## src/rtl/script_source_tokenizer_macros.svh

```systemverilog
// ----------------------------------------------------------------------------
// script_source_tokenizer_macros - assertion helpers
// Property wrappers for the tokenizer; empty bodies when synthesizing.
// ----------------------------------------------------------------------------
`ifndef SCRIPT_SOURCE_TOKENIZER_MACROS_SVH
`define SCRIPT_SOURCE_TOKENIZER_MACROS_SVH
`ifndef SYNTHESIS
// same-cycle implication
`define SST_ASSERT_IMPL(lbl, ante, cons) \
	lbl: assert property (@(posedge clk) disable iff (!arst_n) (ante) |-> (cons)) \
		else $error("tokenizer check failed");
// next-cycle implication
`define SST_ASSERT_NEXT(lbl, ante, cons) \
	lbl: assert property (@(posedge clk) disable iff (!arst_n) (ante) |=> (cons)) \
		else $error("tokenizer check failed");
`else
`define SST_ASSERT_IMPL(lbl, ante, cons)
`define SST_ASSERT_NEXT(lbl, ante, cons)
`endif
`endif

```

## src/rtl/sst_pkg.sv

```systemverilog
// ----------------------------------------------------------------------------
// sst_pkg - tokenizer shared definitions
// Codes, word layouts and queue sizes used across the tokenizer.
// ----------------------------------------------------------------------------
package sst_pkg;

	localparam int DEF_MAX_TOKENS = 1024;
	localparam int DEF_TEXT_MAX   = 32;

	localparam int CQ_DEPTH = 2;
	localparam int RQ_DEPTH = 4;
	localparam int RQ_AW    = $clog2(RQ_DEPTH);
	localparam int BURST    = 3;
	localparam int BW       = $clog2(BURST + 1);

	localparam logic [1:0] IK_TOKEN = 2'd0;
	localparam logic [1:0] IK_TEXT  = 2'd1;
	localparam logic [1:0] IK_ERROR = 2'd2;

	localparam logic [4:0] TK_END     = 5'd0;
	localparam logic [4:0] TK_NEWLINE = 5'd1;
	localparam logic [4:0] TK_NUMBER  = 5'd2;
	localparam logic [4:0] TK_STRING  = 5'd3;
	localparam logic [4:0] TK_IDENT   = 5'd4;
	localparam logic [4:0] TK_PLUS    = 5'd5;
	localparam logic [4:0] TK_MINUS   = 5'd6;
	localparam logic [4:0] TK_STAR    = 5'd7;
	localparam logic [4:0] TK_SLASH   = 5'd8;
	localparam logic [4:0] TK_PERCENT = 5'd9;
	localparam logic [4:0] TK_LPAREN  = 5'd10;
	localparam logic [4:0] TK_RPAREN  = 5'd11;
	localparam logic [4:0] TK_ASSIGN  = 5'd12;
	localparam logic [4:0] TK_EQ      = 5'd13;
	localparam logic [4:0] TK_NE      = 5'd14;
	localparam logic [4:0] TK_LT      = 5'd15;
	localparam logic [4:0] TK_LE      = 5'd16;
	localparam logic [4:0] TK_GT      = 5'd17;
	localparam logic [4:0] TK_GE      = 5'd18;

	localparam logic [1:0] ERR_UNKNOWN  = 2'd0;
	localparam logic [1:0] ERR_UNTERM   = 2'd1;
	localparam logic [1:0] ERR_OVERFLOW = 2'd2;

	localparam logic [1:0] REL_ASSIGN = 2'd0;
	localparam logic [1:0] REL_BANG   = 2'd1;
	localparam logic [1:0] REL_LT     = 2'd2;
	localparam logic [1:0] REL_GT     = 2'd3;

	localparam logic [2:0] MODE_IDLE    = 3'd0;
	localparam logic [2:0] MODE_NUMBER  = 3'd1;
	localparam logic [2:0] MODE_IDENT   = 3'd2;
	localparam logic [2:0] MODE_STRING  = 3'd3;
	localparam logic [2:0] MODE_ESCAPE  = 3'd4;
	localparam logic [2:0] MODE_COMMENT = 3'd5;
	localparam logic [2:0] MODE_OPER    = 3'd6;
	localparam logic [2:0] MODE_DRAIN   = 3'd7;

	localparam logic [7:0] CH_NL  = 8'd10;
	localparam logic [7:0] CH_TAB = 8'd9;
	localparam logic [7:0] CH_CR  = 8'd13;

	typedef enum logic [3:0] {
		CC_NEWLINE, CC_BLANK, CC_SEMI, CC_HASH, CC_DIGIT, CC_ALPHA,
		CC_QUOTE, CC_REL, CC_SINGLE, CC_BSLASH, CC_OTHER
	} cls_t;

	typedef struct packed {
		logic [7:0] chr;
		logic [7:0] esc;
		cls_t       cls;
		logic [4:0] opk;
		logic       end_only;
		logic       src_end;
	} cword_t;

	typedef struct packed {
		logic [1:0]         item_kind;
		logic [4:0]         token_kind;
		logic signed [31:0] number_value;
		logic [15:0]        line_number;
		logic [7:0]         text_char;
		logic [1:0]         error_code;
		logic               run_last;
	} res_t;

	typedef struct packed {
		logic       held;
		logic [2:0] mode;
	} scan_stat_t;

endpackage

```

## src/rtl/sst_channels.sv

```systemverilog
// ----------------------------------------------------------------------------
// sst_channels - tokenizer stream interfaces
// Source byte channel and result channel, valid/ready handshake.
// ----------------------------------------------------------------------------
interface sst_src_if;
	logic       valid;
	logic       ready;
	logic [7:0] source_byte;
	logic       end_only;
	logic       source_end;

	modport source (output valid, source_byte, end_only, source_end, input ready);
	modport sink (input valid, source_byte, end_only, source_end, output ready);
endinterface

interface sst_tok_if;
	logic               valid;
	logic               ready;
	logic [1:0]         item_kind;
	logic [4:0]         token_kind;
	logic signed [31:0] number_value;
	logic [15:0]        line_number;
	logic [7:0]         text_char;
	logic [1:0]         error_code;
	logic               run_last;

	modport source (output valid, item_kind, token_kind, number_value, line_number,
		text_char, error_code, run_last, input ready);
	modport sink (input valid, item_kind, token_kind, number_value, line_number,
		text_char, error_code, run_last, output ready);
endinterface

```

## src/rtl/script_source_tokenizer.sv

```systemverilog
// ----------------------------------------------------------------------------
// script_source_tokenizer - streaming script tokenizer
// Turns a source byte stream into tokens, text characters and errors.
//
//   channel  dir  words
//   src      in   source_byte, end_only, source_end
//   tok      out  item_kind, token_kind, number_value, line_number,
//                 text_char, error_code, run_last
//
// One source word per cycle while each word yields at most one result and tok
// is ready; a word yielding several results holds the tok port until all have gone.
// The scanner takes a word only with three free result queue entries, so a
// stalled tok side backs up into the two-entry word queue, then src.ready.
// First result is valid on tok once its word has passed the word queue and the result queue.
// arst_n clears all control state; no clearing pass is needed.
// ----------------------------------------------------------------------------
`include "script_source_tokenizer_macros.svh"

module script_source_tokenizer import sst_pkg::*; #(
	parameter int MAX_TOKENS = DEF_MAX_TOKENS,
	parameter int TEXT_MAX   = DEF_TEXT_MAX
) (
	input  logic      clk,
	input  logic      arst_n,
	sst_src_if.sink   src,
	sst_tok_if.source tok
);

	logic             cq_push;
	cword_t           cq_wdata;
	logic             cq_full;
	logic             cq_valid;
	cword_t           cw;
	logic             cq_pop;
	logic [RQ_AW:0]   rq_free;
	logic [BW-1:0]    push_n;
	res_t [BURST-1:0] push_items;
	scan_stat_t       stat;

	sst_front u_front (
		.src  (src),
		.full (cq_full),
		.push (cq_push),
		.word (cq_wdata)
	);

	sst_cqueue u_cqueue (
		.clk    (clk),
		.arst_n (arst_n),
		.push   (cq_push),
		.wdata  (cq_wdata),
		.full   (cq_full),
		.valid  (cq_valid),
		.rdata  (cw),
		.pop    (cq_pop)
	);

	sst_scan #(
		.MAX_TOKENS (MAX_TOKENS),
		.TEXT_MAX   (TEXT_MAX)
	) u_scan (
		.clk        (clk),
		.arst_n     (arst_n),
		.cq_valid   (cq_valid),
		.cw         (cw),
		.cq_pop     (cq_pop),
		.rq_free    (rq_free),
		.push_n     (push_n),
		.push_items (push_items),
		.stat       (stat)
	);

	sst_rqueue u_rqueue (
		.clk        (clk),
		.arst_n     (arst_n),
		.push_n     (push_n),
		.push_items (push_items),
		.free       (rq_free),
		.tok        (tok)
	);

	// an error always closes the results of its word
	`SST_ASSERT_IMPL(a_err_last, tok.valid && tok.item_kind == IK_ERROR, tok.run_last)
	// text words belong to a string or identifier
	`SST_ASSERT_IMPL(a_text_kind, tok.valid && tok.item_kind == IK_TEXT,
		tok.token_kind == TK_STRING || tok.token_kind == TK_IDENT)
	// a deferred end word only exists right after a restart
	`SST_ASSERT_IMPL(a_held_idle, stat.held, stat.mode == MODE_IDLE)
	// ending word returns the scanner to idle
	`SST_ASSERT_NEXT(a_end_restart, cq_pop && (cw.end_only || cw.src_end), stat.mode == MODE_IDLE)

endmodule

```

## src/rtl/sst_front.sv

```systemverilog
// ----------------------------------------------------------------------------
// sst_front - byte classifier
// Accepts source words and tags each byte with its character class.
// ----------------------------------------------------------------------------
module sst_front import sst_pkg::*; (
	sst_src_if.sink src,
	input  logic    full,
	output logic    push,
	output cword_t  word
);

	logic [7:0] b;

	assign b         = src.source_byte;
	assign src.ready = !full;
	assign push      = src.valid && !full;

	always_comb begin
		word.chr      = b;
		word.end_only = src.end_only;
		word.src_end  = src.source_end;
		word.esc      = (b == "n") ? CH_NL : (b == "t") ? CH_TAB : b;
		word.opk      = '0;
		word.cls      = CC_OTHER;
		if (b == CH_NL) begin
			word.cls = CC_NEWLINE;
		end else if (b == CH_CR || b == " " || b == CH_TAB) begin
			word.cls = CC_BLANK;
		end else if (b == ";") begin
			word.cls = CC_SEMI;
		end else if (b == "#") begin
			word.cls = CC_HASH;
		end else if (b >= "0" && b <= "9") begin
			word.cls = CC_DIGIT;
		end else if ((b >= "a" && b <= "z") || (b >= "A" && b <= "Z") || b == "_") begin
			word.cls = CC_ALPHA;
		end else if (b == 8'h22) begin
			word.cls = CC_QUOTE;
		end else if (b == 8'h5C) begin
			word.cls = CC_BSLASH;
		end else if (b == "=") begin
			word.cls = CC_REL;
			word.opk = {3'd0, REL_ASSIGN};
		end else if (b == "!") begin
			word.cls = CC_REL;
			word.opk = {3'd0, REL_BANG};
		end else if (b == "<") begin
			word.cls = CC_REL;
			word.opk = {3'd0, REL_LT};
		end else if (b == ">") begin
			word.cls = CC_REL;
			word.opk = {3'd0, REL_GT};
		end else if (b == "+") begin
			word.cls = CC_SINGLE;
			word.opk = TK_PLUS;
		end else if (b == "-") begin
			word.cls = CC_SINGLE;
			word.opk = TK_MINUS;
		end else if (b == "*") begin
			word.cls = CC_SINGLE;
			word.opk = TK_STAR;
		end else if (b == "/") begin
			word.cls = CC_SINGLE;
			word.opk = TK_SLASH;
		end else if (b == "%") begin
			word.cls = CC_SINGLE;
			word.opk = TK_PERCENT;
		end else if (b == "(") begin
			word.cls = CC_SINGLE;
			word.opk = TK_LPAREN;
		end else if (b == ")") begin
			word.cls = CC_SINGLE;
			word.opk = TK_RPAREN;
		end
	end

endmodule

```

## src/rtl/sst_cqueue.sv

```systemverilog
// ----------------------------------------------------------------------------
// sst_cqueue - classified word queue
// Short queue between the classifier and the scanner.
// ----------------------------------------------------------------------------
module sst_cqueue import sst_pkg::*; (
	input  logic   clk,
	input  logic   arst_n,
	input  logic   push,
	input  cword_t wdata,
	output logic   full,
	output logic   valid,
	output cword_t rdata,
	input  logic   pop
);

	localparam int AW = $clog2(CQ_DEPTH);

	cword_t        mem_q [CQ_DEPTH];
	logic [AW-1:0] wptr_q;
	logic [AW-1:0] rptr_q;
	logic [AW:0]   count_q;

	assign full  = (count_q == (AW+1)'(CQ_DEPTH));
	assign valid = (count_q != '0);
	assign rdata = mem_q[rptr_q];

	always_ff @(posedge clk) begin
		if (push) begin
			mem_q[wptr_q] <= wdata;
		end
	end

	always_ff @(posedge clk or negedge arst_n) begin
		if (!arst_n) begin
			wptr_q  <= '0;
			rptr_q  <= '0;
			count_q <= '0;
		end else begin
			if (push) begin
				wptr_q <= wptr_q + AW'(1);
			end
			if (pop) begin
				rptr_q <= rptr_q + AW'(1);
			end
			count_q <= count_q + (AW+1)'(push) - (AW+1)'(pop);
		end
	end

endmodule

```

## src/rtl/sst_scan.sv

```systemverilog
// ----------------------------------------------------------------------------
// sst_scan - token scanner
// Runs the scan state machine on one classified word per cycle while the result
// queue has three free entries, and hands up to three results to it.
// ----------------------------------------------------------------------------
module sst_scan import sst_pkg::*; #(
	parameter int MAX_TOKENS = DEF_MAX_TOKENS,
	parameter int TEXT_MAX   = DEF_TEXT_MAX
) (
	input  logic                 clk,
	input  logic                 arst_n,
	input  logic                 cq_valid,
	input  cword_t               cw,
	output logic                 cq_pop,
	input  logic [RQ_AW:0]       rq_free,
	output logic [BW-1:0]        push_n,
	output res_t [BURST-1:0]     push_items,
	output scan_stat_t           stat
);

	localparam int TCW = $clog2(MAX_TOKENS);
	localparam int TLW = $clog2(TEXT_MAX);
	localparam logic [TCW-1:0] TC_LIM = TCW'(MAX_TOKENS - 1);
	localparam logic [TLW-1:0] TL_LIM = TLW'(TEXT_MAX - 1);
	localparam int NSLOT = 5;

	logic [2:0]     mode_q;
	logic [1:0]     pend_q;
	logic [31:0]    acc_q;
	logic [TLW-1:0] tlen_q;
	logic [15:0]    cline_q;
	logic [15:0]    sline_q;
	logic [TCW-1:0] tcnt_q;
	logic           held_q;
	res_t           held_item_q;

	logic [2:0]       m;
	logic [1:0]       p;
	logic [31:0]      a;
	logic [TLW-1:0]   tl;
	logic [15:0]      cl;
	logic [15:0]      sl;
	logic [TCW-1:0]   tc;
	res_t             slot [NSLOT];
	logic [NSLOT-1:0] sv;
	res_t [BURST-1:0] outs;
	res_t             held_n;
	logic             held_vn;
	logic [BW-1:0]    n;

	function automatic res_t mk(logic [1:0] ik, logic [4:0] tk, logic [31:0] num,
		logic [15:0] ln, logic [7:0] ch, logic [1:0] ec);
		res_t r;
		r.item_kind    = ik;
		r.token_kind   = tk;
		r.number_value = $signed(num);
		r.line_number  = ln;
		r.text_char    = ch;
		r.error_code   = ec;
		r.run_last     = 1'b0;
		return r;
	endfunction

	function automatic logic [15:0] line_step(logic [15:0] l);
		return (l == 16'hFFFF) ? l : l + 16'd1;
	endfunction

	function automatic logic [4:0] rel_one(logic [1:0] op);
		logic [4:0] k;
		unique case (op)
			REL_LT:  k = TK_LT;
			REL_GT:  k = TK_GT;
			default: k = TK_ASSIGN;
		endcase
		return k;
	endfunction

	function automatic logic [4:0] rel_two(logic [1:0] op);
		logic [4:0] k;
		unique case (op)
			REL_ASSIGN: k = TK_EQ;
			REL_BANG:   k = TK_NE;
			REL_LT:     k = TK_LE;
			REL_GT:     k = TK_GE;
		endcase
		return k;
	endfunction

	assign cq_pop = cq_valid && (rq_free >= (RQ_AW+1)'(BURST));
	assign push_n = cq_pop ? n : '0;
	assign push_items = outs;
	assign stat.held  = held_q;
	assign stat.mode  = mode_q;

	always_comb begin
		logic          start;
		logic          needs;
		logic [31:0]   d;
		logic [2:0]    rk;
		m  = mode_q;
		p  = pend_q;
		a  = acc_q;
		tl = tlen_q;
		cl = cline_q;
		sl = sline_q;
		tc = tcnt_q;
		d  = {28'd0, cw.chr[3:0]};
		start = 1'b0;
		needs = 1'b0;
		for (int i = 0; i < NSLOT; i++) begin
			slot[i] = '0;
		end
		sv      = '0;
		slot[0] = held_item_q;
		sv[0]   = held_q;

		// slot 1: result of continuing the current token
		if (!cw.end_only) begin
			unique case (m)
				MODE_NUMBER: begin
					if (cw.cls == CC_DIGIT) begin
						a = {a[28:0], 3'd0} + {a[30:0], 1'b0} + d;
					end else begin
						slot[1] = mk(IK_TOKEN, TK_NUMBER, a, sl, 8'd0, ERR_UNKNOWN);
						sv[1]   = 1'b1;
						m       = MODE_IDLE;
						start   = 1'b1;
					end
				end
				MODE_IDENT: begin
					if (cw.cls == CC_ALPHA || cw.cls == CC_DIGIT) begin
						if (tl < TL_LIM) begin
							slot[1] = mk(IK_TEXT, TK_IDENT, 32'd0, sl, cw.chr, ERR_UNKNOWN);
							sv[1]   = 1'b1;
							tl      = tl + TLW'(1);
						end
					end else begin
						slot[1] = mk(IK_TOKEN, TK_IDENT, 32'd0, sl, 8'd0, ERR_UNKNOWN);
						sv[1]   = 1'b1;
						m       = MODE_IDLE;
						start   = 1'b1;
					end
				end
				MODE_OPER: begin
					m = MODE_IDLE;
					if (cw.cls == CC_REL && cw.opk[1:0] == REL_ASSIGN) begin
						slot[1] = mk(IK_TOKEN, rel_two(p), 32'd0, sl, 8'd0, ERR_UNKNOWN);
						sv[1]   = 1'b1;
					end else if (p == REL_BANG) begin
						// lone bang
						slot[1] = mk(IK_ERROR, TK_END, 32'd0, cl, 8'd0, ERR_UNKNOWN);
						sv[1]   = 1'b1;
						m       = MODE_DRAIN;
					end else begin
						slot[1] = mk(IK_TOKEN, rel_one(p), 32'd0, sl, 8'd0, ERR_UNKNOWN);
						sv[1]   = 1'b1;
						start   = 1'b1;
					end
					p = REL_ASSIGN;
				end
				MODE_STRING: begin
					if (cw.cls == CC_QUOTE) begin
						slot[1] = mk(IK_TOKEN, TK_STRING, 32'd0, sl, 8'd0, ERR_UNKNOWN);
						sv[1]   = 1'b1;
						m       = MODE_IDLE;
					end else if (cw.cls == CC_BSLASH) begin
						m = MODE_ESCAPE;
					end else begin
						if (tl < TL_LIM) begin
							slot[1] = mk(IK_TEXT, TK_STRING, 32'd0, sl, cw.chr, ERR_UNKNOWN);
							sv[1]   = 1'b1;
							tl      = tl + TLW'(1);
						end
						if (cw.cls == CC_NEWLINE) begin
							cl = line_step(cl);
						end
					end
				end
				MODE_ESCAPE: begin
					m = MODE_STRING;
					if (tl < TL_LIM) begin
						slot[1] = mk(IK_TEXT, TK_STRING, 32'd0, sl, cw.esc, ERR_UNKNOWN);
						sv[1]   = 1'b1;
						tl      = tl + TLW'(1);
					end
					if (cw.esc == CH_NL) begin
						cl = line_step(cl);
					end
				end
				MODE_COMMENT: begin
					if (cw.cls == CC_NEWLINE) begin
						m     = MODE_IDLE;
						start = 1'b1;
					end
				end
				MODE_DRAIN: begin
				end
				MODE_IDLE: begin
					start = 1'b1;
				end
			endcase
		end

		// slot 2: byte opens a new token
		if (start) begin
			needs = (cw.cls == CC_NEWLINE) || (cw.cls == CC_SEMI) || (cw.cls == CC_DIGIT) ||
				(cw.cls == CC_ALPHA) || (cw.cls == CC_QUOTE) || (cw.cls == CC_REL) ||
				(cw.cls == CC_SINGLE);
			if (needs && tc == TC_LIM) begin
				slot[2] = mk(IK_ERROR, TK_END, 32'd0, cl, 8'd0, ERR_OVERFLOW);
				sv[2]   = 1'b1;
				m       = MODE_DRAIN;
			end else begin
				if (needs) begin
					tc = tc + TCW'(1);
					sl = cl;
				end
				unique case (cw.cls)
					CC_NEWLINE: begin
						slot[2] = mk(IK_TOKEN, TK_NEWLINE, 32'd0, sl, 8'd0, ERR_UNKNOWN);
						sv[2]   = 1'b1;
						cl      = line_step(cl);
					end
					CC_BLANK: begin
					end
					CC_SEMI: begin
						slot[2] = mk(IK_TOKEN, TK_NEWLINE, 32'd0, sl, 8'd0, ERR_UNKNOWN);
						sv[2]   = 1'b1;
					end
					CC_HASH: begin
						m = MODE_COMMENT;
					end
					CC_DIGIT: begin
						m = MODE_NUMBER;
						a = d;
					end
					CC_ALPHA: begin
						m       = MODE_IDENT;
						slot[2] = mk(IK_TEXT, TK_IDENT, 32'd0, sl, cw.chr, ERR_UNKNOWN);
						sv[2]   = 1'b1;
						tl      = TLW'(1);
					end
					CC_QUOTE: begin
						m  = MODE_STRING;
						tl = '0;
					end
					CC_REL: begin
						m = MODE_OPER;
						p = cw.opk[1:0];
					end
					CC_SINGLE: begin
						slot[2] = mk(IK_TOKEN, cw.opk, 32'd0, sl, 8'd0, ERR_UNKNOWN);
						sv[2]   = 1'b1;
					end
					default: begin
						slot[2] = mk(IK_ERROR, TK_END, 32'd0, cl, 8'd0, ERR_UNKNOWN);
						sv[2]   = 1'b1;
						m       = MODE_DRAIN;
					end
				endcase
			end
		end

		// slots 3 and 4: end of source flushes or faults the open token, then the end token unless draining
		if (cw.end_only || cw.src_end) begin
			unique case (m)
				MODE_NUMBER: begin
					slot[3] = mk(IK_TOKEN, TK_NUMBER, a, sl, 8'd0, ERR_UNKNOWN);
					sv[3]   = 1'b1;
				end
				MODE_IDENT: begin
					slot[3] = mk(IK_TOKEN, TK_IDENT, 32'd0, sl, 8'd0, ERR_UNKNOWN);
					sv[3]   = 1'b1;
				end
				MODE_OPER: begin
					if (p == REL_BANG) begin
						slot[3] = mk(IK_ERROR, TK_END, 32'd0, cl, 8'd0, ERR_UNKNOWN);
						m       = MODE_DRAIN;
					end else begin
						slot[3] = mk(IK_TOKEN, rel_one(p), 32'd0, sl, 8'd0, ERR_UNKNOWN);
					end
					sv[3] = 1'b1;
				end
				MODE_STRING, MODE_ESCAPE: begin
					slot[3] = mk(IK_ERROR, TK_END, 32'd0, cl, 8'd0, ERR_UNTERM);
					sv[3]   = 1'b1;
					m       = MODE_DRAIN;
				end
				default: begin
				end
			endcase
			if (m != MODE_DRAIN) begin
				slot[4] = mk(IK_TOKEN, TK_END, 32'd0, cl, 8'd0, ERR_UNKNOWN);
				sv[4]   = 1'b1;
			end
			m  = MODE_IDLE;
			p  = REL_ASSIGN;
			a  = '0;
			tl = '0;
			cl = 16'd1;
			sl = 16'd1;
			tc = '0;
		end

		// pack valid slots in order, a fourth one waits for the next word
		outs    = '0;
		held_n  = '0;
		held_vn = 1'b0;
		rk      = '0;
		for (int i = 0; i < NSLOT; i++) begin
			if (sv[i]) begin
				if (rk < 3'(BURST)) begin
					outs[rk[1:0]] = slot[i];
				end else if (rk == 3'(BURST)) begin
					held_n  = slot[i];
					held_vn = 1'b1;
				end
				rk = rk + 3'd1;
			end
		end
		n = (rk > 3'(BURST)) ? BW'(BURST) : rk[BW-1:0];
		for (int k = 0; k < BURST; k++) begin
			outs[k].run_last = (n == BW'(k + 1));
		end
	end

	always_ff @(posedge clk) begin
		if (cq_pop) begin
			held_item_q <= held_n;
		end
	end

	always_ff @(posedge clk or negedge arst_n) begin
		if (!arst_n) begin
			mode_q  <= MODE_IDLE;
			pend_q  <= REL_ASSIGN;
			acc_q   <= '0;
			tlen_q  <= '0;
			cline_q <= 16'd1;
			sline_q <= 16'd1;
			tcnt_q  <= '0;
			held_q  <= 1'b0;
		end else if (cq_pop) begin
			mode_q  <= m;
			pend_q  <= p;
			acc_q   <= a;
			tlen_q  <= tl;
			cline_q <= cl;
			sline_q <= sl;
			tcnt_q  <= tc;
			held_q  <= held_vn;
		end
	end

endmodule

```

## src/rtl/sst_rqueue.sv

```systemverilog
// ----------------------------------------------------------------------------
// sst_rqueue - result queue
// Takes up to three results per cycle and drives them out one per cycle while tok.ready is high.
// ----------------------------------------------------------------------------
module sst_rqueue import sst_pkg::*; (
	input  logic             clk,
	input  logic             arst_n,
	input  logic [BW-1:0]    push_n,
	input  res_t [BURST-1:0] push_items,
	output logic [RQ_AW:0]   free,
	sst_tok_if.source        tok
);

	res_t             mem_q [RQ_DEPTH];
	logic [RQ_AW-1:0] wptr_q;
	logic [RQ_AW-1:0] rptr_q;
	logic [RQ_AW:0]   count_q;
	logic             pop;
	res_t             head;

	assign pop  = tok.valid && tok.ready;
	assign free = (RQ_AW+1)'(RQ_DEPTH) - count_q;
	assign head = mem_q[rptr_q];

	assign tok.valid        = (count_q != '0);
	assign tok.item_kind    = head.item_kind;
	assign tok.token_kind   = head.token_kind;
	assign tok.number_value = head.number_value;
	assign tok.line_number  = head.line_number;
	assign tok.text_char    = head.text_char;
	assign tok.error_code   = head.error_code;
	assign tok.run_last     = head.run_last;

	always_ff @(posedge clk) begin
		for (int k = 0; k < BURST; k++) begin
			if (BW'(k) < push_n) begin
				mem_q[wptr_q + RQ_AW'(k)] <= push_items[k];
			end
		end
	end

	always_ff @(posedge clk or negedge arst_n) begin
		if (!arst_n) begin
			wptr_q  <= '0;
			rptr_q  <= '0;
			count_q <= '0;
		end else begin
			wptr_q <= wptr_q + RQ_AW'(push_n);
			if (pop) begin
				rptr_q <= rptr_q + RQ_AW'(1);
			end
			count_q <= count_q + (RQ_AW+1)'(push_n) - (RQ_AW+1)'(pop);
		end
	end

endmodule

```

## src/flat_wrapper.sv

```systemverilog
// flat-port wrapper written by rule: the top's interface ports become plain ports
module script_source_tokenizer_flat import sst_pkg::*;
#(
	parameter int MAX_TOKENS = DEF_MAX_TOKENS,
	parameter int TEXT_MAX   = DEF_TEXT_MAX
)
  (clk, arst_n, src_valid, src_source_byte, src_end_only, src_source_end, src_ready, tok_valid, tok_item_kind, tok_token_kind, tok_number_value, tok_line_number, tok_text_char, tok_error_code, tok_run_last, tok_ready);
  sst_src_if src_i ();
  sst_tok_if tok_i ();
  input  logic clk;
  input  logic arst_n;
  input wire logic [$bits(src_i.valid)-1:0] src_valid;
  input wire logic [$bits(src_i.source_byte)-1:0] src_source_byte;
  input wire logic [$bits(src_i.end_only)-1:0] src_end_only;
  input wire logic [$bits(src_i.source_end)-1:0] src_source_end;
  output wire logic [$bits(src_i.ready)-1:0] src_ready;
  output wire logic [$bits(tok_i.valid)-1:0] tok_valid;
  output wire logic [$bits(tok_i.item_kind)-1:0] tok_item_kind;
  output wire logic [$bits(tok_i.token_kind)-1:0] tok_token_kind;
  output wire logic [$bits(tok_i.number_value)-1:0] tok_number_value;
  output wire logic [$bits(tok_i.line_number)-1:0] tok_line_number;
  output wire logic [$bits(tok_i.text_char)-1:0] tok_text_char;
  output wire logic [$bits(tok_i.error_code)-1:0] tok_error_code;
  output wire logic [$bits(tok_i.run_last)-1:0] tok_run_last;
  input wire logic [$bits(tok_i.ready)-1:0] tok_ready;
  assign src_i.valid = src_valid;
  assign src_i.source_byte = src_source_byte;
  assign src_i.end_only = src_end_only;
  assign src_i.source_end = src_source_end;
  assign src_ready = src_i.ready;
  assign tok_valid = tok_i.valid;
  assign tok_item_kind = tok_i.item_kind;
  assign tok_token_kind = tok_i.token_kind;
  assign tok_number_value = tok_i.number_value;
  assign tok_line_number = tok_i.line_number;
  assign tok_text_char = tok_i.text_char;
  assign tok_error_code = tok_i.error_code;
  assign tok_run_last = tok_i.run_last;
  assign tok_i.ready = tok_ready;
  script_source_tokenizer #(.MAX_TOKENS(MAX_TOKENS), .TEXT_MAX(TEXT_MAX)) u_core (.clk(clk), .arst_n(arst_n), .src(src_i), .tok(tok_i));
endmodule
```

## config.mk

```make
export PLATFORM = sky130hd
export DESIGN_NAME = script_source_tokenizer_flat
export DESIGN_NICKNAME = d
export VERILOG_FILES = /design/src/rtl/sst_pkg.sv /design/src/rtl/sst_channels.sv /design/src/rtl/script_source_tokenizer.sv /design/src/rtl/sst_front.sv /design/src/rtl/sst_cqueue.sv /design/src/rtl/sst_scan.sv /design/src/rtl/sst_rqueue.sv /design/src/flat_wrapper.sv
export VERILOG_INCLUDE_DIRS = /design/src /design/src/rtl
export SDC_FILE = /design/constraint.sdc
export NUM_CORES = 1
export LEC_CHECK = 0
export BUFFER_PORTS_ARGS = -buffer_cell sky130_fd_sc_hd__buf_2
export CORE_MARGIN = 10
export CORE_UTILIZATION = 38
export CTS_BUF_LIST = sky130_fd_sc_hd__clkbuf_4 sky130_fd_sc_hd__clkbuf_8
export DETAILED_ROUTE_END_ITERATION = 7
export GPL_TIMING_DRIVEN = 0
export PLACE_DENSITY = 0.52
export SETUP_SLACK_MARGIN = 0.05
export SYNTH_ARGS = -nofsm -noshare
export SYNTH_HDL_FRONTEND = slang
export SYNTH_SLANG_ARGS = --single-unit
export TNS_END_PERCENT = 1
```

## constraint.sdc

```tcl
create_clock -name clk -period 13.4 [get_ports clk]
set_input_delay 0.67 -clock clk [delete_from_list [all_inputs] [get_ports clk]]
set_output_delay 0.67 -clock clk [all_outputs]
set_load 0.05 [all_outputs]
```

==> results_dict.tcl <==
set metrics [dict create \
    outcome "finished clean" \
    finalNonFillerCells 4701 \
    max_stage_delay_ns 1.12 \
    dp_slack_ns 3.967 \
    clock_path_buffers 3 \
    hold_end "u_core.u_cqueue.mem_q[1][0]" \
    skew_ns 0.06590 \
    cp.buffers_inverters 6 \
    reg2reg_depth 22 \
    crit-reg2reg-launch "u_core.u_cqueue.rptr_q" \
    ys_warn_count 0 \
    crit_path_end_kind "flip-flop" \
    clkTransAtPathRegs_ns 0.06 \
    clk_latency_ns 0.76 \
    grt_usage 0.3175 \
    via_per_inst 6.673 \
    dp_cells 4549 \
    hold_path.class "primary input to flip-flop" \
    drc 0 \
    min_period_ns 9.762 \
    fill_cells 8180 \
    worstPathCellList "buf_2, buf_2, nor3b_1, o22ai_1, nand2_1, a31o_2, or2_2, clkbuf_1, clkbuf_1, ha_1, nand2_1, a221oi_1, inv_1, ha_1, a21oi_1, ha_1, nand2_1, mux2i_2, nor2_1, nand2_1, clkbuf_1, o221ai_1" \
    htreeDepth 3 \
    setup_violations 0 \
    routedWlPerCell_um 33.33 \
    rsz0062_at_grt "false" \
    ys_top_cells_by_area "edfxtp_1, dfrtp_1, nand2_1, mux4_2, nor2_1" \
    reg2reg_to "u_core.u_rqueue.mem_q[2][14]" \
    final_design_area_no_fill_sq_um 36060 \
    io_buffers 81 \
    synth_top_area_share 0.3570 \
    syn_area_sq_um 32050 \
    place_area_sq_um 34320 \
    die_width_um 310.4 \
    initialDrtViolationCount 4563 \
    fp.dieArea_sq_um 96350 \
    cts_setup_buffers 0 \
    ant_nets 0 \
    synth_cells 3314 \
    wl_um 156700 \
    ys_seq_elements 477 \
    crit_family "compound AO/OA/AOI/OAI gates" \
    maxCapViolCount 0 \
    worst_slew_pin_slew_ns 1.450 \
    area_growth_pct 12.54 \
    grt_antenna_before_repair 2 \
    max-slew-margin-rel 0.02457 \
    first_pass_iters 8 \
    path_class "flip-flop to flip-flop" \
    hp-start "src_source_end" \
    finalNetCount 3607 \
    start_kind "flip-flop" \
    tritoncts "built" \
    avgSynthCellArea_sq_um 9.670 \
    drv_slew 0 \
    overflow 0 \
    synth_edf_count 381 \
    synth_nets 3417 \
    cts_hold_buf 1 \
    grt_max_degree 54 \
    place_congestion 0.9943 \
    synth_commonest_cells "nand2_1, edfxtp_1, nor2_1" \
    ys_seq_area_frac 0.4320 \
    ff2ff_setup_slack_ns 3.64 \
    clock_sink_count 477 \
    cp_max_fo 11 \
    fp.dieH_um 310.4 \
    hold_viol 0 \
    ctsRootBufferMaster "clkbuf_8" \
    num_rows 106 \
    required_ns 13.83 \
    crit_path_frequent_cell "nand2_1" \
    io_pins 82 \
    finalSetupTns_ns 0 \
    setup_slack_ns 3.638 \
    max_freq_mhz 102.4 \
    layout-drive-gt1-share 0.1293 \
    synth_flop_cell "edfxtp_1" \
    initial_core_util 0.3829 \
    hpwl_um 122200 \
    core_area_sq_um 83690 \
    yosys.cell_types.count 103 \
    period_share 0.7285 \
    cts_resized 0 \
    grt_first_pass_wirelength_um 221400 \
    cp.arrival_ns 10.19 \
    grt_pass1_vias 29970 \
    async_reset_ff_frac 0.2013 \
    yosysMostFrequentCell "nand2_1" \
    cts_inserted_buffers 86 \
    num_vias 31370 \
    cp_slowest_cell "a221oi_1" \
    yosys.area.top_type "edfxtp_1" \
    worstHoldPathCells 1 \
]
state kept, by name, indices dropped and copies added, names as in the netlist, 2 cells and up:
| signal | cells |
|---|---|
| u_core.u_scan.pend_q | 2 |
| u_core.u_cqueue.mem_q | 52 |
| u_core.u_scan.tlen_q | 5 |
| u_core.u_cqueue.count_q | 2 |
| u_core.u_rqueue.rptr_q | 2 |
| u_core.u_scan.mode_q | 3 |
| u_core.u_rqueue.count_q | 3 |
| u_core.u_scan.acc_q | 32 |
| u_core.u_rqueue.mem_q | 264 |
| u_core.u_scan.held_item_q | 65 |
| u_core.u_scan.tcnt_q | 10 |
| u_core.u_scan.sline_q | 16 |
| u_core.u_scan.cline_q | 16 |
| u_core.u_rqueue.wptr_q | 2 |
layer usage:
layer,global-route usage,vias up,routed length [um]
li1,-,13330,-
met1,0.4304,15440,64490
met4,0.1357,0,7636
met5,0,-,0
met3,0.07612,399,16840
met2,0.4792,2202,67700
final cells by class:
type                    instances  area [sq um]  share of cell area
flip-flops and latches        477         13850              0.3839
well taps                    1134          1419             0.03934
clock inverters                21         172.7            0.004788
repair buffers                102         793.3             0.02200
diodes                          1         2.502          0.00006939
plain buffers                 256          1054             0.02921
clock buffers                 129          1563             0.04333
multi-input cells            2534         17040              0.4725
inverters                      47         176.4            0.004892
worst register-to-register path, delay by kind of cell (launching register included):
kind / cells / cell delay [ns]
AOI/OAI and AO/OA: 5 / 2.63
and+or+nand+nor: 7 / 2.16
buffers and inverters: 6 / 2.48
DFF: 1 / 0.31
adders and majority gates: 3 / 1.22
muxes: 1 / 0.70
metrics by stage:
stage	hold WS, ns	utilization
finish	0.1612	0.4309
global route	0.1284	0.4309
CTS	0.1300	0.4309
detailed placement	0.4951	0.4101
global placement	0.4662	0.4047
floorplan	0.3744	-
cells in the final DEF, fill, tap and decap left out, types with 18 or more instances in the layout:
master       n
a21oi_1    149
nor2_1     302
a211oi_1    19
o221ai_1   130
ha_1        85
clkbuf_1   176
clkbuf_8    95
xnor2_1     30
mux4_2      66
nand4_1     20
and3_1      25
nor3_1     116
a221o_1     64
a2bb2oi_1   18
a21o_1      24
o22ai_1     65
and2_1      26
a22oi_1    117
inv_1       44
dfrtp_1     94
o31ai_1     18
a31oi_1     25
o211ai_1    31
o21ai_0    213
mux2i_1     50
a22o_1      43
clkbuf_4    35
buf_2      140
edfxtp_1   381
nand2b_1    19
o22a_1      21
mux2_2      19
nand3_1     59
nand2_1    474
kinds of logic (layout without fill, tap and decap cells):
group,Yosys count,count (layout),share of synthesized area
and+or+nand+nor,1164,1164,0.1639
AOI/OAI and AO/OA,1094,1094,0.2462
DFF,477,477,0.4320
buffers and inverters,303,555,0.03826
muxes,137,137,0.06957
adders and majority gates,91,91,0.03631
xor gates and xnor gates,48,48,0.01370
other,0,1,0
how the worst max path moves through the flow:
stage                      startpoint                            to  slack [ns]  depth (start not counted)
4_1_cts        u_core.u_cqueue.rptr_q  u_core.u_rqueue.mem_q[2][14]        3.87                         22
2_1_floorplan  u_core.u_cqueue.rptr_q   u_core.u_rqueue.mem_q[0][0]        2.69                         21
3_3_place_gp   u_core.u_cqueue.rptr_q  u_core.u_rqueue.mem_q[0][53]       -5.04                         21
5_1_grt        u_core.u_cqueue.rptr_q  u_core.u_rqueue.mem_q[2][14]        3.43                         22
3_5_place_dp   u_core.u_cqueue.rptr_q  u_core.u_rqueue.mem_q[2][14]        3.97                         22
6_report       u_core.u_cqueue.rptr_q  u_core.u_rqueue.mem_q[2][14]        3.64                         22
Power is not shown: default switching activity piles up to over one toggle a cycle in this logic, so the estimate is an artifact.
